$ cat src/acm_pkg.sv
// shared types, mode codes and wrap helpers for the alarm clock mode controller
// no dependencies
package acm_pkg;

    localparam int TICK_W = 8;
    localparam int HOUR_W = 5;
    localparam int MIN_W  = 6;
    localparam int MODE_W = 4;

    localparam logic [MIN_W-1:0]  MINUTE_TOP = 6'd59;
    localparam logic [HOUR_W-1:0] HOUR_TOP   = 5'd23;
    localparam logic [TICK_W-1:0] PRESS_MAX  = 8'd255;

    localparam logic [TICK_W-1:0] TPS_RESET  = 8'd40;
    localparam logic [TICK_W-1:0] LONG_RESET = 8'd100;

    // configuration register indexes
    localparam logic CFG_TPS  = 1'b0;
    localparam logic CFG_LONG = 1'b1;

    // mode codes as seen on the output
    localparam logic [MODE_W-1:0] MODE_RUN    = 4'd0;
    localparam logic [MODE_W-1:0] MODE_SETMIN = 4'd1;
    localparam logic [MODE_W-1:0] MODE_SETHR  = 4'd2;
    localparam logic [MODE_W-1:0] MODE_SETSEC = 4'd3;
    localparam logic [MODE_W-1:0] MODE_ARM    = 4'd4;
    localparam logic [MODE_W-1:0] MODE_ALMIN  = 4'd5;
    localparam logic [MODE_W-1:0] MODE_ALHR   = 4'd6;
    localparam logic [MODE_W-1:0] MODE_DISARM = 4'd7;
    localparam logic [MODE_W-1:0] MODE_RING   = 4'd8;

    typedef struct packed {
        logic short_press;
        logic long_press;
    } t_press_evt;

    typedef struct packed {
        logic [MODE_W-1:0] mode;
        logic [HOUR_W-1:0] hour;
        logic [MIN_W-1:0]  minute;
        logic [MIN_W-1:0]  second;
        logic              armed;
        logic              buzzer;
    } t_result;

    function automatic logic [MIN_W-1:0] inc_min(input logic [MIN_W-1:0] v);
        inc_min = (v >= MINUTE_TOP) ? '0 : v + 1'b1;
    endfunction

    function automatic logic [HOUR_W-1:0] inc_hour(input logic [HOUR_W-1:0] v);
        inc_hour = (v >= HOUR_TOP) ? '0 : v + 1'b1;
    endfunction

endpackage

$ cat src/acm_press.sv
// press classifier: turns the button level into short and long press events
// depends on acm_pkg
module acm_press (
    input  logic                      i_clk,
    input  logic                      i_rst_n,
    input  logic                      i_en,
    input  logic                      i_button,
    input  logic [acm_pkg::TICK_W-1:0] i_long_ticks,
    output acm_pkg::t_press_evt       o_evt
);

    logic                       r_active, n_active;
    logic                       r_prev;
    logic [acm_pkg::TICK_W-1:0] r_ticks, n_ticks;
    logic [acm_pkg::TICK_W-1:0] ticks_sat;

    assign ticks_sat = (r_ticks < acm_pkg::PRESS_MAX) ? r_ticks + 1'b1 : r_ticks;

    always_comb begin
        n_active          = r_active;
        n_ticks           = r_ticks;
        o_evt.short_press = 1'b0;
        o_evt.long_press  = 1'b0;
        if (r_active) begin
            if (!i_button) begin
                o_evt.short_press = 1'b1;
                n_active          = 1'b0;
            end else begin
                n_ticks = ticks_sat;
                if (ticks_sat >= i_long_ticks) begin
                    o_evt.long_press = 1'b1;
                    n_active         = 1'b0;
                end
            end
        end else if (i_button && !r_prev) begin
            n_active = 1'b1;
            n_ticks  = '0;
        end
    end

    always_ff @(posedge i_clk) begin
        if (!i_rst_n) begin
            r_active <= 1'b0;
            r_prev   <= 1'b0;
            r_ticks  <= '0;
        end else if (i_en) begin
            r_active <= n_active;
            r_prev   <= i_button;
            r_ticks  <= n_ticks;
        end
    end

endmodule

$ cat src/acm_core.sv
// mode state machine, time of day, alarm time and alarm check
// depends on acm_pkg
module acm_core (
    input  logic                       i_clk,
    input  logic                       i_rst_n,
    input  logic                       i_en,
    input  acm_pkg::t_press_evt        i_evt,
    input  logic [acm_pkg::TICK_W-1:0] i_tps,
    output acm_pkg::t_result           o_res
);

    typedef enum logic [acm_pkg::MODE_W-1:0] {
        ST_RUN    = acm_pkg::MODE_RUN,
        ST_SETMIN = acm_pkg::MODE_SETMIN,
        ST_SETHR  = acm_pkg::MODE_SETHR,
        ST_SETSEC = acm_pkg::MODE_SETSEC,
        ST_ARM    = acm_pkg::MODE_ARM,
        ST_ALMIN  = acm_pkg::MODE_ALMIN,
        ST_ALHR   = acm_pkg::MODE_ALHR,
        ST_DISARM = acm_pkg::MODE_DISARM,
        ST_RING   = acm_pkg::MODE_RING
    } t_state;

    t_state                     r_state, n_state, st_p;
    logic [acm_pkg::TICK_W-1:0] r_tick, n_tick, tick_inc;
    logic [acm_pkg::HOUR_W-1:0] r_hour, n_hour, hour_p, r_whour, n_whour;
    logic [acm_pkg::MIN_W-1:0]  r_min, n_min, min_p, r_wmin, n_wmin;
    logic [acm_pkg::MIN_W-1:0]  r_sec, n_sec, sec_p;
    logic                       r_armed, n_armed, armed_p;
    logic                       r_rfd, n_rfd, rfd_p;
    logic                       press, lng, due, alarm_screen;

    assign press    = i_evt.short_press | i_evt.long_press;
    assign lng      = i_evt.long_press;
    assign tick_inc = r_tick + 1'b1;
    assign due      = (tick_inc >= i_tps);

    always_comb begin
        st_p    = r_state;
        hour_p  = r_hour;
        min_p   = r_min;
        sec_p   = r_sec;
        n_whour = r_whour;
        n_wmin  = r_wmin;
        armed_p = r_armed;
        rfd_p   = r_rfd;
        if (press) begin
            unique case (r_state)
                ST_SETMIN: begin
                    if (lng) st_p = ST_SETHR;
                    else     min_p = acm_pkg::inc_min(r_min);
                end
                ST_SETHR: begin
                    if (lng) st_p = ST_SETSEC;
                    else     hour_p = acm_pkg::inc_hour(r_hour);
                end
                ST_SETSEC: begin
                    if (lng) st_p = ST_RUN;
                    else     sec_p = '0;
                end
                ST_ARM: begin
                    st_p = lng ? ST_ALMIN : ST_RUN;
                end
                ST_ALMIN: begin
                    if (lng) st_p = ST_ALHR;
                    else     n_wmin = acm_pkg::inc_min(r_wmin);
                end
                ST_ALHR: begin
                    if (lng) begin
                        armed_p = 1'b1;
                        st_p    = ST_RUN;
                    end else begin
                        n_whour = acm_pkg::inc_hour(r_whour);
                    end
                end
                ST_DISARM: begin
                    if (lng) armed_p = 1'b0;
                    st_p = ST_RUN;
                end
                ST_RING: begin
                    armed_p = 1'b0;
                    st_p    = r_rfd ? ST_DISARM : ST_RUN;
                    rfd_p   = 1'b0;
                end
                default: begin
                    if (lng) st_p = ST_SETMIN;
                    else     st_p = r_armed ? ST_DISARM : ST_ARM;
                end
            endcase
        end

        // timekeeping after the press has acted
        n_state = st_p;
        n_hour  = hour_p;
        n_min   = min_p;
        n_sec   = sec_p;
        n_armed = armed_p;
        n_rfd   = rfd_p;
        n_tick  = due ? '0 : tick_inc;
        if (due) begin
            if (st_p == ST_SETMIN || st_p == ST_SETHR || st_p == ST_SETSEC) begin
                n_sec = acm_pkg::inc_min(sec_p);
            end else begin
                n_sec = acm_pkg::inc_min(sec_p);
                if (n_sec == '0) begin
                    n_min = acm_pkg::inc_min(min_p);
                    if (n_min == '0) n_hour = acm_pkg::inc_hour(hour_p);
                end
                if ((st_p == ST_RUN || st_p == ST_DISARM) && armed_p &&
                    n_hour == n_whour && n_min == n_wmin) begin
                    n_rfd   = (st_p == ST_DISARM);
                    n_state = ST_RING;
                end
            end
        end

        alarm_screen = (n_state == ST_ARM || n_state == ST_ALMIN ||
                        n_state == ST_ALHR || n_state == ST_DISARM) ||
                       (n_state == ST_RING && n_rfd);

        o_res.mode   = n_state;
        o_res.hour   = alarm_screen ? n_whour : n_hour;
        o_res.minute = alarm_screen ? n_wmin : n_min;
        o_res.second = n_sec;
        o_res.armed  = n_armed;
        o_res.buzzer = (n_state == ST_RING);
    end

    always_ff @(posedge i_clk) begin
        if (!i_rst_n) begin
            r_state <= ST_RUN;
            r_tick  <= '0;
            r_hour  <= '0;
            r_min   <= '0;
            r_sec   <= '0;
            r_whour <= '0;
            r_wmin  <= '0;
            r_armed <= 1'b0;
            r_rfd   <= 1'b0;
        end else if (i_en) begin
            r_state <= n_state;
            r_tick  <= n_tick;
            r_hour  <= n_hour;
            r_min   <= n_min;
            r_sec   <= n_sec;
            r_whour <= n_whour;
            r_wmin  <= n_wmin;
            r_armed <= n_armed;
            r_rfd   <= n_rfd;
        end
    end

endmodule

$ cat src/alarm_clock_mode_controller_unit.sv
// top level of the alarm clock mode controller: config registers and result register
// depends on acm_pkg, acm_press, acm_core
//
// One input beat is one timer tick carrying the button level; every accepted beat
// produces exactly one result beat. Press classification, the mode menu, the
// time-of-day counters and the alarm compare all settle in one pass of logic between
// the state registers and the result register, so a new tick can be taken in every
// cycle unless the output side stalls. The result register is the only buffering:
// it is refilled in the same cycle it is drained, and the input side stalls only
// while a result is held and the output side stalls. Configuration (ticks per
// second, long press threshold) is written through its own always-ready port and
// should be changed only while no tick is in flight. No clearing pass after reset.
module alarm_clock_mode_controller_unit (
    input  logic       i_clk,
    input  logic       i_rst_n,
    // tick input channel
    input  logic       i_valid,
    output logic       o_stall,
    input  logic       i_button_pressed,
    // result channel
    output logic       o_valid,
    input  logic       i_stall,
    output logic [3:0] o_mode,
    output logic [4:0] o_shown_hour,
    output logic [5:0] o_shown_minute,
    output logic [5:0] o_shown_second,
    output logic       o_alarm_armed,
    output logic       o_buzzer_on,
    // configuration write channel
    input  logic       i_cfg_valid,
    output logic       o_cfg_ready,
    input  logic       i_cfg_index,
    input  logic [7:0] i_cfg_data
);

    logic [acm_pkg::TICK_W-1:0] r_tps;
    logic [acm_pkg::TICK_W-1:0] r_long;
    logic                       r_out_valid;
    acm_pkg::t_result           r_out;
    acm_pkg::t_result           res;
    acm_pkg::t_press_evt        evt;
    logic                       accept;

    // input side frees up whenever the held result leaves this cycle
    assign o_stall = r_out_valid & i_stall;
    assign accept  = i_valid & ~o_stall;

    assign o_cfg_ready = 1'b1;

    // config registers
    always_ff @(posedge i_clk) begin
        if (!i_rst_n) begin
            r_tps  <= acm_pkg::TPS_RESET;
            r_long <= acm_pkg::LONG_RESET;
        end else if (i_cfg_valid) begin
            case (i_cfg_index)
                acm_pkg::CFG_TPS:  r_tps  <= i_cfg_data;
                acm_pkg::CFG_LONG: r_long <= i_cfg_data;
                default: ;
            endcase
        end
    end

    acm_press u_press (
        .i_clk        (i_clk),
        .i_rst_n      (i_rst_n),
        .i_en         (accept),
        .i_button     (i_button_pressed),
        .i_long_ticks (r_long),
        .o_evt        (evt)
    );

    acm_core u_core (
        .i_clk   (i_clk),
        .i_rst_n (i_rst_n),
        .i_en    (accept),
        .i_evt   (evt),
        .i_tps   (r_tps),
        .o_res   (res)
    );

    // result register: valid flag is control, payload needs no reset
    always_ff @(posedge i_clk) begin
        if (!i_rst_n) begin
            r_out_valid <= 1'b0;
        end else if (accept) begin
            r_out_valid <= 1'b1;
        end else if (!i_stall) begin
            r_out_valid <= 1'b0;
        end
    end

    always_ff @(posedge i_clk) begin
        if (accept) begin
            r_out <= res;
        end
    end

    assign o_valid        = r_out_valid;
    assign o_mode         = r_out.mode;
    assign o_shown_hour   = r_out.hour;
    assign o_shown_minute = r_out.minute;
    assign o_shown_second = r_out.second;
    assign o_alarm_armed  = r_out.armed;
    assign o_buzzer_on    = r_out.buzzer;

endmodule

$ cat config.mk
export PLATFORM = sky130hd
export DESIGN_NAME = alarm_clock_mode_controller_unit
export DESIGN_NICKNAME = d
export VERILOG_FILES = /design/src/acm_pkg.sv /design/src/acm_press.sv /design/src/acm_core.sv /design/src/alarm_clock_mode_controller_unit.sv
export SDC_FILE = /design/constraint.sdc
export NUM_CORES = 1
export LEC_CHECK = 0
export ABC_AREA = 1
export BUFFER_PORTS_ARGS = -buffer_cell sky130_fd_sc_hd__buf_4
export CAP_MARGIN = 20
export CORE_MARGIN = 4
export CORE_UTILIZATION = 60
export DETAILED_ROUTE_END_ITERATION = 6
export PLACE_DENSITY = 0.79
export REMOVE_ABC_BUFFERS = 1
export SLEW_MARGIN = 10
export SYNTH_ARGS = -nofsm -noshare
export SYNTH_HDL_FRONTEND = slang
export SYNTH_HIERARCHICAL = 1
export SYNTH_SLANG_ARGS = --single-unit
$ cat constraint.sdc
create_clock -name i_clk -period 5.95 [get_ports i_clk]
set_input_delay 0.595 -clock i_clk [delete_from_list [all_inputs] [get_ports i_clk]]
set_output_delay 0.595 -clock i_clk [all_outputs]
set_load 0.005 [all_outputs]
# Word level (Yosys, flattened, before mapping)
# Index checks and enable logic that the tools add are counted.
# op_classes
eq_ne	21
n_shift	0
div_mod_pow	0
n_mul	0
bitwise	5
n_lt_le_gt_ge	10
add_sub_neg	9
n_reduce_logical	21
n_mux	73
# op_table
operator	count
6-bit two-way mux	20
5-bit two-way mux	16
8-bit two-way mux	5
4-bit by 3-bit equality test with 1-bit output (second input constant)	9
4-bit two-way mux	9
4-bit one-hot mux with 7 select lines	1
6-bit by 1-bit adder with 6-bit output (second input constant)	4
6-bit >= comparator (second input constant)	4
1-bit two-way mux	17
8-bit by 1-bit adder with 8-bit output (second input constant)	2
4-bit by 2-bit equality test with 1-bit output (second input constant)	4
8-bit >= comparator	2
5-bit by 1-bit adder with 5-bit output (second input constant)	3
5-bit >= comparator (second input constant)	3
6-bit logical NOT	2
4-bit by 1-bit equality test with 1-bit output (second input constant)	2
4-bit equality test (second input constant)	2
8-bit < comparator (second input constant)	1
1-bit logical OR	7
6-bit equality test	1
3-bit two-way mux	2
5-bit equality test	1
1-bit logical AND	5
4-bit logical NOT	1
12 further kinds	16
# word_totals
memories	0
ramBits	0
elab_cells	160
mem_bits_ro	0
latchBits	0
register_bits	92
input_bits	15

# Depth between registers and ports, before layout
# depth
word_depth	28
mapped_depth	48
mapped_depth_nobuf	45

# Hierarchy
# The synthesis kept the hierarchy.
# modules_own_cells
mod	cells_per_inst	area_per_inst_um2	seq_area_each_um2	instances
acm_core	748	4254.1	840.8	1
alarm_clock_mode_controller_unit	115	1358.8	1031.0	1
acm_press	125	833.3	200.2	1

# Worst setup path after synthesis
# Ideal clock, no wire load.
# synth_path
kind	register -> register
from	register u_press/r_ticks[0] (netlist bit)
to	register r_out, in the netlist o_shown_minute[0], data pin
path_stages_with_launch	46
synth_period_minus_slack_ns	4.877
required_ns	5.697
setup_time_ns	0.253
t_arrival_ns	4.624
slack_ns	1.073
n_path_buf	3
cell_sequence	dfxtp_1 > ha_1 > nand3_2 > nor2_4 > nand2_4 > xor2_1 > inv_1 > ha_1 > nand2_1 > nor2_1 > nor2_1 > nand2_1 > nand2_1 > nand2_1 > nand2_1 > nor2_1 > buf_2 > nor2_2 > [10 not listed] > nand3_2 > nor2_4 > nand2_4 > nor2_8 > nand3_1 > nand2_1 > nand2_1 > nand2_1 > nand2_1 > nor2_4 > nand2_2 > nand2_1 > nand2_1 > nand3_2 > nand2_1 > buf_6 > nand2_1 > nand2_1
# synth_lines
item	line	rtl
from (decl)	acm_press.sv:14	logic [acm_pkg::TICK_W-1:0] r_ticks, n_ticks;
from (signal assigned)	acm_press.sv:49	r_ticks <= n_ticks;
to (signal assigned)	alarm_clock_mode_controller_unit.sv:95	r_out <= res;
to (decl)	alarm_clock_mode_controller_unit.sv:39	acm_pkg::t_result r_out;

==> metrics.txt <==
# TYPE chip_impl_metric gauge
chip_impl_metric{name="post_synth_inst_count",unit=""} 988
chip_impl_metric{name="share_clk_of_total_power",unit=""} 0.308
chip_impl_metric{name="cts_buffers",unit=""} 9
chip_impl_metric{name="ys_seq_elements",unit=""} 92
chip_impl_info{name="combinational_family_with_the_most_area_after_synthesis",value="simple AND/OR/NAND/NOR gates"} 1
chip_impl_metric{name="finalHoldViolCount",unit=""} 0
chip_impl_metric{name="switching_power",unit="mW"} 0.465
chip_impl_metric{name="global_route.overflow_total",unit=""} 0
chip_impl_metric{name="yosys-mux-area-fraction",unit=""} 0
chip_impl_metric{name="design_area_final",unit="sq um"} 7120
chip_impl_metric{name="synth.yosys.seq_area_share",unit=""} 0.321
chip_impl_metric{name="via_count_of_the_first_global_routing_pass",unit=""} 5646
chip_impl_info{name="crit_path_start_kind",value="flop"} 1
chip_impl_metric{name="worst_slew_pin_slew",unit="ns"} 1.08
chip_impl_metric{name="top_level_ports",unit=""} 41
chip_impl_info{name="worstHoldPathType",value="input port to flop"} 1
chip_impl_metric{name="drc",unit=""} 0
chip_impl_metric{name="drt_pass1_iterations",unit=""} 5
chip_impl_metric{name="final.setup.worst_slack",unit="ns"} 0.583
chip_impl_metric{name="sw_frac_of_total",unit=""} 0.314
chip_impl_info{name="final_cell_mix",value="sky130_fd_sc_hd__nand2_1, sky130_fd_sc_hd__inv_1, sky130_fd_sc_hd__nor2_1"} 1
chip_impl_metric{name="dieArea",unit="sq um"} 12500
chip_impl_metric{name="synth.cell_area",unit="sq um"} 6450
chip_impl_metric{name="global_route.usage.total",unit=""} 0.255
chip_impl_metric{name="post_layout_nonfiller_instances",unit=""} 1165
chip_impl_metric{name="worstPathMaxFanout",unit=""} 12
chip_impl_metric{name="place_congestion",unit=""} 0.959
chip_impl_metric{name="worst_setup_hold_path_clk_slew",unit="ns"} 0.09
chip_impl_metric{name="pwr_density_cell",unit="nW/um^2"} 208
chip_impl_metric{name="areaGrowthSynthToFinish",unit="%"} 10.4
chip_impl_metric{name="chipHeight",unit="um"} 112
chip_impl_metric{name="maximum_number_of_pins_on_one_net_before_global_route_repair",unit=""} 61
chip_impl_metric{name="port_buffers",unit=""} 39
chip_impl_metric{name="worst_clock_skew",unit="ns"} 0.0127
chip_impl_metric{name="final-seq-area",unit="sq um"} 2070
chip_impl_metric{name="dp_slack",unit="ns"} 0.152
chip_impl_metric{name="vias_per_cell",unit=""} 5.32
chip_impl_metric{name="final_layout_size_suffix_gt1_frac",unit=""} 0.141
chip_impl_info{name="critical_path.endpoint_type",value="flop"} 1
chip_impl_metric{name="clk_latency",unit="ns"} 0.37
chip_impl_info{name="rsz0062_at_grt",value="false"} 1
chip_impl_metric{name="routedWlPerCell",unit="um"} 13.3
chip_impl_metric{name="detailedPlacementHpwl",unit="mm"} 11.4
chip_impl_metric{name="timing.final.crit_period",unit="ns"} 5.37
chip_impl_metric{name="async_flop_share",unit=""} 0
chip_impl_info{name="outcome",value="finished clean"} 1
chip_impl_metric{name="period_share",unit=""} 0.902
chip_impl_metric{name="gr-usage-met3",unit=""} 0.0370
chip_impl_metric{name="core_area",unit="sq um"} 10400
chip_impl_metric{name="totalNegativeSetupSlack",unit="ns"} 0
chip_impl_info{name="cts.root.buffer_cell",value="sky130_fd_sc_hd__clkbuf_8"} 1
chip_impl_metric{name="yosys.area_share.adder",unit=""} 0.0485
chip_impl_metric{name="post_synth_edffs",unit=""} 23
chip_impl_metric{name="vdd_ir_drop_max",unit="mV"} 0.146
chip_impl_metric{name="area_of_placed_instances",unit="sq um"} 6830
chip_impl_metric{name="h-tree-depth",unit=""} 3
chip_impl_metric{name="via_count",unit=""} 6199
chip_impl_metric{name="synth.avg_cell_area",unit="sq um"} 6.52
chip_impl_info{name="tritoncts",value="done"} 1
chip_impl_metric{name="comb_power_share",unit=""} 0.211
chip_impl_metric{name="seq_power_share",unit=""} 0.482
chip_impl_metric{name="slew_viol_final",unit=""} 0
chip_impl_metric{name="initial_utilization",unit=""} 0.619
chip_impl_metric{name="fmax",unit="MHz"} 186
chip_impl_metric{name="groute.layer.met1.usage",unit=""} 0.361
chip_impl_metric{name="yosys.area_share.xor_xnor",unit=""} 0.0122
chip_impl_metric{name="clk_path_buf_depth",unit=""} 2
chip_impl_metric{name="number_of_antenna_violations_at_the_first_check_in_global_routing",unit=""} 0
chip_impl_metric{name="gr-usage-met2",unit=""} 0.394
chip_impl_metric{name="critPathMaxStageDelay",unit="ns"} 0.41
chip_impl_metric{name="detailedRoute.firstIterationViolations",unit=""} 450
chip_impl_metric{name="synthesis.yosys.warnings",unit=""} 6
chip_impl_metric{name="synth_simple_gate_area_frac",unit=""} 0.373
chip_impl_metric{name="max_cap_viol_count",unit=""} 0
chip_impl_info{name="synth-main-ff-cell",value="sky130_fd_sc_hd__dfxtp_1"} 1
chip_impl_info{name="path_class",value="flop to flop"} 1
chip_impl_metric{name="worst_ep_required_time",unit="ns"} 6.08
chip_impl_metric{name="placementRows",unit=""} 37
chip_impl_metric{name="numClockSinks",unit=""} 92
chip_impl_metric{name="route.antenna.remaining_nets",unit=""} 0
chip_impl_metric{name="slew_headroom",unit=""} 0.278
chip_impl_metric{name="leakage",unit="nW"} 3.67
chip_impl_info{name="mostFrequentLayoutCell",value="sky130_fd_sc_hd__nand2_1"} 1
chip_impl_metric{name="ys_types",unit=""} 44
chip_impl_info{name="critical_path.most_common_cell",value="sky130_fd_sc_hd__nand2_1"} 1
chip_impl_metric{name="crit_arrival",unit="ns"} 5.50
chip_impl_metric{name="floorplan.die.width",unit="um"} 112
chip_impl_metric{name="n_fill_cell",unit=""} 944
chip_impl_metric{name="cts_hold_buffers",unit=""} 0
chip_impl_metric{name="synth_compound_area_frac",unit=""} 0.129
chip_impl_metric{name="finish.net_count",unit=""} 1064
chip_impl_metric{name="antennaDiodeCount",unit=""} 0
chip_impl_metric{name="grt_pass1_wl",unit="mm"} 26.6
chip_impl_metric{name="internal_cell_power",unit="mW"} 1.02
chip_impl_metric{name="setup_viol",unit=""} 0
chip_impl_metric{name="detail_route.wirelength",unit="mm"} 15.5
chip_impl_metric{name="multi_input_comb_area",unit="sq um"} 3680
chip_impl_info{name="grt_most_used_layer",value="met2"} 1
chip_impl_info{name="critical_path.slowest_cell",value="sky130_fd_sc_hd__dfxtp_1"} 1
chip_impl_metric{name="total_power",unit="mW"} 1.48
chip_impl_metric{name="placedCellCount",unit=""} 1144
==> power groups by stage <==
stage	Clock (mW)	Sequential [mW]	Combinational [mW]
after floorplan	0	0.723	0.210
after global placement	0	0.726	0.300
after detailed placement	0	0.727	0.303
after CTS	0.466	0.713	0.306
after global routing	0.496	0.720	0.355
final	0.456	0.713	0.312
==> critical path, delay by kind of cell, from the launching register on <==
kind	cells	cell delay [ns]
flip-flops	1	0.41
adder cells (fa/ha/maj)	3	0.71
XOR/XNOR	2	0.28
buffers and inverters	4	0.32
AND/OR/NAND/NOR	31	3.39
==> metrics by stage <==
stage,hold WS (ns),utilization
after floorplan,0.429,-
after global placement,0.446,0.656
after detailed placement,0.455,0.656
after CTS,0.418,0.676
after global routing,0.435,0.683
final,0.431,0.683
==> cell type report <==
class / instances / area share
clock inverter: 5 / 0.00791
inverter: 161 / 0.0856
timing repair buffer: 50 / 0.0527
tap: 136 / 0.0239
sequential: 92 / 0.291
multi-input combinational: 710 / 0.517
clock buffer: 11 / 0.0214
==> cells by family after synthesis <==
logic type / count (synthesis)
AND/OR/NAND/NOR: 524
other: 1
adder cells (fa/ha/maj): 25
AO/OA/AOI/OAI: 151
flip-flops: 92
XOR/XNOR: 9
buffers and inverters: 186
==> routing by layer <==
metal  up-vias  routed length [um]
met4         0                 375
met5         -                   0
met3        34                 800
met1      2768                7430
li1       3222                   -
met2       175                6890
==> Yosys cell counts (8+ instances only) <==
master | number | share of area
sky130_fd_sc_hd__nand2_1 | 265 | 0.15
sky130_fd_sc_hd__inv_1 | 147 | 0.086
sky130_fd_sc_hd__nor2_1 | 100 | 0.058
sky130_fd_sc_hd__nand3_1 | 84 | 0.065
sky130_fd_sc_hd__dfxtp_1 | 69 | 0.21
sky130_fd_sc_hd__o21ai_0 | 67 | 0.052
sky130_fd_sc_hd__a21oi_1 | 55 | 0.043
sky130_fd_sc_hd__ha_1 | 25 | 0.049
sky130_fd_sc_hd__edfxtp_1 | 23 | 0.11
sky130_fd_sc_hd__clkbuf_1 | 14 | 0.0082
sky130_fd_sc_hd__nand2_2 | 14 | 0.014
sky130_fd_sc_hd__inv_2 | 11 | 0.0064
sky130_fd_sc_hd__nand3_2 | 10 | 0.016
sky130_fd_sc_hd__nor2_2 | 10 | 0.0097
sky130_fd_sc_hd__nor2_4 | 10 | 0.017
sky130_fd_sc_hd__nand4_1 | 8 | 0.0078
sky130_fd_sc_hd__o21ai_2 | 8 | 0.011
==> path summary, 6_finish.rpt <==
path                                        start                        end  slack [ns]  depth (start not counted)
setup / recovery  u_press/r_ticks[1]$_SDFFE_PN0P_  o_shown_hour[0]$_DFFE_PP_        0.58                         40
hold reg to reg             r_tps[3]$_SDFFE_PN1P_      r_tps[3]$_SDFFE_PN1P_        0.47                          2
setup reg to reg  u_press/r_ticks[1]$_SDFFE_PN0P_  o_shown_hour[0]$_DFFE_PP_        0.58                         40
hold / removal                      i_cfg_data[5]     r_long[5]$_SDFFE_PN1P_        0.43                          3
==> sequential cells by signal, summed over array words and instances, names as in the netlist <==
| register | flops |
|---|---|
| o_alarm_armed | 1 |
| u_core/r_armed | 1 |
| o_mode | 4 |
| o_shown_minute | 6 |
| u_core/r_wmin | 6 |
| u_core/r_rfd | 1 |
| u_core/r_min | 6 |
| o_shown_hour | 5 |
| o_buzzer_on | 1 |
| u_core/r_tick | 8 |
| u_press/r_prev | 1 |
| u_press/r_ticks | 8 |
| r_long | 8 |
| o_valid | 1 |
| u_core/r_sec | 6 |
| o_shown_second | 6 |
| r_tps | 8 |
| u_core/r_hour | 5 |
| u_core/r_whour | 5 |
| u_press/r_active | 1 |
| u_core/r_state | 4 |
==> what timing repair did <==
item                                    4_1_cts  5_1_grt
resized for setup                             0       10
buffers inserted                              0        5
endpoints found under the setup margin        0       11
No activity file was read; power rests on OpenSTA's default activity.
